File: src/rtl/sobel_pkg.sv
// ----------------------------------------------------------------------------
// Sobel edge magnitude package
// Shared sizes, the front-to-back job word and the pipelined square root steps.
// ----------------------------------------------------------------------------
package sobel_pkg;

    localparam int MaxWidth   = 1024;
    localparam int MaxHeight  = 4096;
    localparam int ColW       = $clog2(MaxWidth);
    localparam int RowW       = $clog2(MaxHeight);
    localparam int PixW       = 24;
    localparam int SqW        = 21;
    // The partial root carries the trial bit, so it spans the full square.
    localparam int RootW      = SqW;

    // Configuration register indexes.
    localparam logic CfgWidth  = 1'b0;
    localparam logic CfgHeight = 1'b1;

    // One 3x3 window column pair result, handed from front to back.
    typedef struct packed {
        logic [2:0][2:0][PixW-1:0] win;
        logic                      last;
    } t_job;

    // Signed gradient sum of one channel, range -1020..1020.
    typedef logic signed [11:0] t_grad;

    // Square root partial state.
    typedef struct packed {
        logic [SqW-1:0]   rem;
        logic [RootW-1:0] res;
    } t_root;

    // One digit-pair step of the bitwise square root.
    function automatic t_root root_step(t_root s, logic [SqW:0] bit_val);
        t_root o;
        logic [SqW+1:0] trial;
        trial = {2'b0, s.rem} - ({2'b0, s.res} + {1'b0, bit_val});
        o = s;
        if (!trial[SqW+1]) begin
            o.rem = trial[SqW-1:0];
            o.res = RootW'(({1'b0, s.res} >> 1) + bit_val);
        end else begin
            o.res = s.res >> 1;
        end
        return o;
    endfunction

endpackage

File: src/rtl/sobel_back.sv
// ----------------------------------------------------------------------------
// Sobel back end
// Queue, gradient sums, pipelined square root and output register.
// ----------------------------------------------------------------------------
module sobel_back (
    input  logic            i_clk,
    input  logic            i_rst_n,
    input  logic            i_job_valid,
    input  sobel_pkg::t_job i_job,
    output logic            o_job_room,
    output logic            o_valid,
    input  logic            i_stall,
    output logic [7:0]      o_out_red,
    output logic [7:0]      o_out_green,
    output logic [7:0]      o_out_blue,
    output logic            o_last_of_frame
);

    localparam int QDepth = 16;
    localparam int QW     = $clog2(QDepth);
    // Words that may be in flight in front and pipeline beyond the queue.
    localparam int Slack  = 3;
    localparam int Steps  = 11;
    localparam int Pipe   = Steps + 2;
    localparam int ResW   = 3 * 8 + 1;

    // Result queue after the pipeline; the pipeline never stalls.
    logic [ResW-1:0] r_q [QDepth];
    logic [QW-1:0]   r_wp, r_rp;
    logic [QW:0]     r_cnt;
    logic [QW:0]     inflight;
    logic [Pipe-1:0] r_pv;
    logic [ResW-1:0] r_out;
    logic            r_out_valid;
    logic            q_push, q_pop, pipe_in, pipe_out;
    logic [ResW-1:0] pipe_res;

    // Square root stage registers.
    sobel_pkg::t_root r_st [Steps+1][3];
    logic             r_last [Steps+1];

    // Squares of gradients, registered.
    function automatic logic [sobel_pkg::SqW-1:0] grad_sq(
        logic [2:0][2:0][sobel_pkg::PixW-1:0] w, int sh, logic gy_sel);
        sobel_pkg::t_grad g;
        logic signed [11:0] c [9];
        for (int k = 0; k < 9; k++) begin
            c[k] = 12'(w[k/3][k%3][sh +: 8]);
        end
        if (gy_sel) begin
            g = (c[6] + 2 * c[7] + c[8]) - (c[0] + 2 * c[1] + c[2]);
        end else begin
            g = (c[2] + 2 * c[5] + c[8]) - (c[0] + 2 * c[3] + c[6]);
        end
        return sobel_pkg::SqW'(g * g);
    endfunction

    logic [sobel_pkg::SqW-1:0] r_gx2 [3], r_gy2 [3];
    logic                      r_sq_last;

    assign pipe_in = i_job_valid;

    always_ff @(posedge i_clk) begin
        if (i_job_valid) begin
            for (int ch = 0; ch < 3; ch++) begin
                r_gx2[ch] <= grad_sq(i_job.win, 16 - 8 * ch, 1'b0);
                r_gy2[ch] <= grad_sq(i_job.win, 16 - 8 * ch, 1'b1);
            end
            r_sq_last <= i_job.last;
        end
    end

    // Sum into the root pipeline entry.
    always_ff @(posedge i_clk) begin
        for (int ch = 0; ch < 3; ch++) begin
            r_st[0][ch].rem <= r_gx2[ch] + r_gy2[ch];
            r_st[0][ch].res <= '0;
        end
        r_last[0] <= r_sq_last;
    end

    // One result bit per stage, from one bit pair of the sum.
    always_ff @(posedge i_clk) begin
        for (int s = 0; s < Steps; s++) begin
            for (int ch = 0; ch < 3; ch++) begin
                r_st[s+1][ch] <= sobel_pkg::root_step(r_st[s][ch],
                    (sobel_pkg::SqW+1)'(1) << (2 * (Steps - 1 - s)));
            end
            r_last[s+1] <= r_last[s];
        end
    end

    // Valid travels beside the data.
    always_ff @(posedge i_clk) begin
        if (!i_rst_n) begin
            r_pv <= '0;
        end else begin
            r_pv <= {r_pv[Pipe-2:0], pipe_in};
        end
    end

    assign pipe_out = r_pv[Pipe-1];

    // Saturate each channel at 255.
    always_comb begin
        for (int ch = 0; ch < 3; ch++) begin
            pipe_res[ResW-1-8*ch -: 8] =
                (r_st[Steps][ch].res > sobel_pkg::RootW'(255)) ? 8'hFF
                                                               : r_st[Steps][ch].res[7:0];
        end
        pipe_res[0] = r_last[Steps];
    end

    // Output register takes from the queue.
    assign q_pop  = (r_cnt != '0) && (!r_out_valid || !i_stall);
    assign q_push = pipe_out;

    always_ff @(posedge i_clk) begin
        if (q_push) begin
            r_q[r_wp] <= pipe_res;
        end
        if (q_pop) begin
            r_out <= r_q[r_rp];
        end
    end

    always_ff @(posedge i_clk) begin
        if (!i_rst_n) begin
            r_wp        <= '0;
            r_rp        <= '0;
            r_cnt       <= '0;
            r_out_valid <= 1'b0;
        end else begin
            if (q_push) begin
                r_wp <= r_wp + 1'b1;
            end
            if (q_pop) begin
                r_rp <= r_rp + 1'b1;
            end
            r_cnt <= r_cnt + (QW+1)'(q_push) - (QW+1)'(q_pop);
            if (q_pop) begin
                r_out_valid <= 1'b1;
            end else if (!i_stall) begin
                r_out_valid <= 1'b0;
            end
        end
    end

    // Credits: words in pipeline plus queue must fit the queue.
    always_comb begin
        inflight = r_cnt + (QW+1)'($countones(r_pv));
    end

    assign o_job_room = (inflight + (QW+1)'(Slack)) < (QW+1)'(QDepth);

    assign o_valid         = r_out_valid;
    assign o_out_red       = r_out[24:17];
    assign o_out_green     = r_out[16:9];
    assign o_out_blue      = r_out[8:1];
    assign o_last_of_frame = r_out[0];

endmodule

File: config.mk
export PLATFORM = sky130hd
export DESIGN_NAME = sobel_back
export DESIGN_NICKNAME = d
export VERILOG_FILES = /design/src/rtl/sobel_pkg.sv /design/src/rtl/sobel_back.sv
export SDC_FILE = /design/constraint.sdc
export NUM_CORES = 2
export LEC_CHECK = 0
export BUFFER_PORTS_ARGS = -buffer_cell sky130_fd_sc_hd__buf_2
export CELL_PAD_IN_SITES_DETAIL_PLACEMENT = 0
export CELL_PAD_IN_SITES_GLOBAL_PLACEMENT = 1
export CORE_UTILIZATION = 45
export DETAILED_ROUTE_END_ITERATION = 8
export PLACE_DENSITY = 0.82
export SYNTH_ARGS = -nofsm -noshare
export SYNTH_HDL_FRONTEND = slang
export SYNTH_SLANG_ARGS = --single-unit
File: constraint.sdc
create_clock -name i_clk -period 13.45 [get_ports i_clk]
set_input_delay 2.0175 -clock i_clk [delete_from_list [all_inputs] [get_ports i_clk]]
set_output_delay 2.0175 -clock i_clk [all_outputs]
set_load 0.005 [all_outputs]
# Yosys cells after proc, flatten, opt, wreduce, memory -nomap -nowiden
# Memory sizes are Yosys's and may differ from the RTL's. A register that Yosys moved wholly into a read port is not among the register bits.
# Index checks and enable logic that the tools add are counted.
# totals
ramBits	2050
ff_bits	28
memories	5
input_bits	221
elab_cells	258
# classes
eq_ne	1
n_mux	81
multipliers	6
magnitude_cmp	4
n_reduce_logical	5
addsub	150
# memory_table
name	words	word_bits	read_ports	rd_clocked_by_memory_dff	wr	line_no	source
r_st	12	126	12	0	12	sobel_back.sv:39	sobel_pkg::t_root r_st [Steps+1][3];
r_q	16	25	1	1	1	sobel_back.sv:28	logic [ResW-1:0] r_q [QDepth];
r_gx2	3	21	3	0	3	sobel_back.sv:58	logic [sobel_pkg::SqW-1:0] r_gx2 [3], r_gy2 [3];
r_gy2	3	21	3	0	3	sobel_back.sv:58	
r_last	12	1	12	0	12	sobel_back.sv:40	logic r_last [Steps+1];
# ops
op	count
21-bit two-way mux	66
21-bit by 22-bit subtractor with 23-bit output	33
10-bit by 8-bit adder with 11-bit output	12
12-bit by 12-bit multiplier with 21-bit output	6
8-bit by 9-bit adder with 10-bit output	12
12-bit two-way mux	6
11-bit by 11-bit subtractor with 12-bit output	6
21-bit by 1-bit adder with 22-bit output (second input constant)	3
21-bit by 11-bit adder with 22-bit output (second input constant)	3
21-bit by 13-bit adder with 22-bit output (second input constant)	3
21-bit by 15-bit adder with 22-bit output (second input constant)	3
21-bit by 17-bit adder with 22-bit output (second input constant)	3
21-bit by 19-bit adder with 22-bit output (second input constant)	3
21-bit by 21-bit adder with 22-bit output (second input constant)	3
21-bit by 3-bit adder with 22-bit output (second input constant)	3
21-bit by 5-bit adder with 22-bit output (second input constant)	3
21-bit by 7-bit adder with 22-bit output (second input constant)	3
21-bit by 9-bit adder with 22-bit output (second input constant)	3
20-bit by 1-bit adder with 21-bit output (second input constant)	3
20-bit by 11-bit adder with 21-bit output (second input constant)	3
20-bit by 13-bit adder with 21-bit output (second input constant)	3
20-bit by 15-bit adder with 21-bit output (second input constant)	3
20-bit by 17-bit adder with 21-bit output (second input constant)	3
20-bit by 19-bit adder with 21-bit output (second input constant)	3
21 further kinds	55

# Depth between registers and ports, before layout
# logic_depth
word_depth	7
mapped_depth	38
ltp_nobuf	36

# Least setup slack after synthesis
# OpenSTA, ideal clock, no wires.
# synth_timing
path_type	in2reg
from	input i_job[155] in the netlist's numbering
to	memory r_gy2[0][41] in the netlist's numbering (data pin)
setup_slack_ns	3.440
path_buffers	1
cell_stages	33
setup_time_ns	0.261
arrival_time_ns	9.748
cell_sequence	fa_1 > fa_1 > inv_1 > fa_1 > inv_1 > fa_1 > a21o_1 > a21oi_1 > o21bai_1 > a21oi_1 > o21ai_0 > a21o_1 > clkbuf_1 > clkinv_1 > and2_1 > inv_1 > fa_1 > inv_1 > fa_1 > inv_1 > fa_1 > inv_1 > fa_1 > inv_1 > fa_1 > inv_1 > ha_1 > and3_1 > a211oi_1 > or3b_2 > o21a_1 > o21ai_0 > xnor2_1
# synth_lines
item	line_no	source
start: declaration	sobel_back.sv:9	input sobel_pkg::t_job i_job,
end: declaration	sobel_back.sv:58	

==> metrics.cfg <==
[outcome]
status = finished, final reports clean

[timing]
fin_setup_tns_ps = 0
relSlewSlack_pct = 22.4
grt_setup_unrepaired = false
finalMaxSlewViolations = 0
fin_crit_ps = 10560
hold_viol_final = 0
clock-skew-final_ps = 40.3
period_share_pct = 78.5
setup_viol = 0
tightest_slew_ps = 1160
max_freq_mhz = 94.7

[worst_setup_path]
cp_common_cell = fa_1
start_kind = primary input
r2r_cells = 10
rrSetupSlack_ps = 9580
crit_path_end = r_gx2[0][41]
crit_start = i_job[59]
worstSetupEndpointType = flip-flop
slowest_stage = fa_1
r2r-end = r_st[1][233]
reg2reg_from = r_st[1][106]
worst-path-max-fanout = 9
criticalPathCategory = in -> reg
critPathRequiredTime_ps = 13960
slowest_delay_ps = 550
critical_path_arrival_ps = 11070

[clock_tree]
clkTransAtPathRegs_ps = 60
htree_levels = 4
post_cts_buffers = 0
root_buffer = clkbuf_16
cts_tree = yes
clkSinkCount = 1476
clockBufferDepth = 3
numCtsBuffers = 161
clock_latency_ps = 800
cts_resized = 0
cts_hold_buf = 0

[global_route]
use_met3_pct = 2.21
grt-ovfl-total = 0
grt_pass1_wl_mm = 343
grt_antenna_before_repair = 0
track_usage_pct = 17.3
grt_pass1_vias = 73500
met2_usage_pct = 32.6
globalRouteMet1Util_pct = 20.5
grt_max_degree = 78
busiest_layer = met2

[synth]
netlist_instances = 10700
synth_edf_count = 546
synth_cell_types = 105
ys_seq_area_share_pct = 33.3
synth-seq-cells = 1476
syn-cell-area_mm2 = 0.105
synth_fp_nets = 12800
yosys.area.top_type_share_pct = 17.7
yosys-top-cells-area = dfxtp_1, fa_1, edfxtp_1
synth.largest_area_cell = dfxtp_1
synth_ff_type = dfxtp_1
yosys_warnings = 0
syn_area_per_cell_um2 = 9.87
async_flop_share_pct = 0

[route]
drt-total-wl_mm = 200
first_pass_iters = 6
drc = 0
num_vias = 70400
drt_iter0_markers = 3106
post_drt_wl_per_cell_um = 14.1
vias_per_cell = 4.99
ant_nets = 0

[hold_path]
worstHoldStart = r_st[0][483]
hold_path.class = reg -> reg

[place]
portBuffers = 223
gp_congestion = 0.876
hpwl_mm = 153

[run]
maxCapViolations = 0

[final_layout]
nets = 13100
final_common_cell = inv_1
area_delta_synth_final_pct = 9.76
drive_above_1_share_pct = 7.20
layout_common_cells = inv_1, ha_1, dfxtp_1
diodes = 0

[floorplan]
die-area_mm2 = 0.236
core_region_area_mm2 = 0.233
num_io_pins = 248
fp.dieW_um = 486
rows = 177
start_util_pct = 45.2
die_h_um = 486

==> how the worst min path moves through the flow <==
stage / endpoint / cells past startpoint
floorplan: r_last[0][1] / 0
global placement: r_last[2][1] / 0
detailed placement: r_st[1][315] / 0
CTS: r_st[1][105] / 0
global route: r_st[1][105] / 0
finish: r_st[1][105] / 0
==> cell type report <==
type                       instances  area [um^2]
multi-input combinational       6863        61500
timing repair buffer             261         1410
fill                           21000       117000
tap                             3043         3810
sequential                      1476        35000
clock buffer                     216         4470
clock inverter                    85         1170
inverter                        2166         8130
==> synth_stat cells, drive strengths merged, types with 53 or more instances <==
cell / n
nand2b: 111
fa: 826
xor2: 253
dfxtp: 930
a21oi: 519
and2: 165
nand2: 746
inv: 2151
xnor2: 417
nor3: 195
nor2: 676
mux4: 125
nor2b: 53
o21ai: 531
or3: 73
o21a: 128
a21o: 128
nand3: 104
ha: 1074
edfxtp: 546
clkbuf: 103
o21bai: 79
==> cells by family after synthesis <==
kind of cell    after synthesis  share of synthesized area (%)
simple gates               2316                           10.2
flops                      1476                           33.3
compound gates             1803                           10.9
mux                         174                           3.17
xor+xnor                    670                           5.58
buf+inv                    2321                           8.35
fa+ha+maj                  1900                           28.5
==> state kept, by name (all words and copies together) (netlist names) <==
name and cells:
r_rp 4, r_pv 13, r_gx2 60, o_valid 1, r_last 12, r_wp 4, r_q 400, r_gy2 60
r_cnt 5, r_out 25, r_sq_last 1, r_st 891
==> worst max-delay path, delay by kind of cell <==
kind / cells / cell delay (ps)
adders and majority gates: 10 / 4330
xor gates and xnor gates: 2 / 620
AOI/OAI and AO/OA: 11 / 2460
and+or+nand+nor: 2 / 730
buffers and inverters: 8 / 890
==> metrics by stage <==
step / std cells / hold slack [ps] / worst slack, ps / utilization [%] / area (um^2)
after floorplan: 10700 / 310 / 3440 / - / 105000
after global placement: 13800 / 310 / 2170 / 47.2 / 110000
after detailed placement: 13800 / 312 / 2190 / 47.2 / 110000
after CTS: 14100 / 314 / 3000 / 49.7 / 115000
after global routing: 14100 / 325 / 2370 / 49.7 / 115000
final: 14100 / 307 / 2890 / 49.7 / 115000
==> per-layer routing <==
| layer | wire, um | part of all wire, % | vias up |
|---|---|---|---|
| met2 | 102000 | 51 | 1216 |
| met3 | 7800 | 3.9 | 281 |
| li1 | - | - | 35600 |
| met4 | 4340 | 2.2 | 0 |
| met5 | 0 | 0 | - |
| met1 | 85300 | 43 | 33400 |
Power is not shown: default switching activity piles up to over one toggle a cycle in this logic, so the estimate is an artifact.
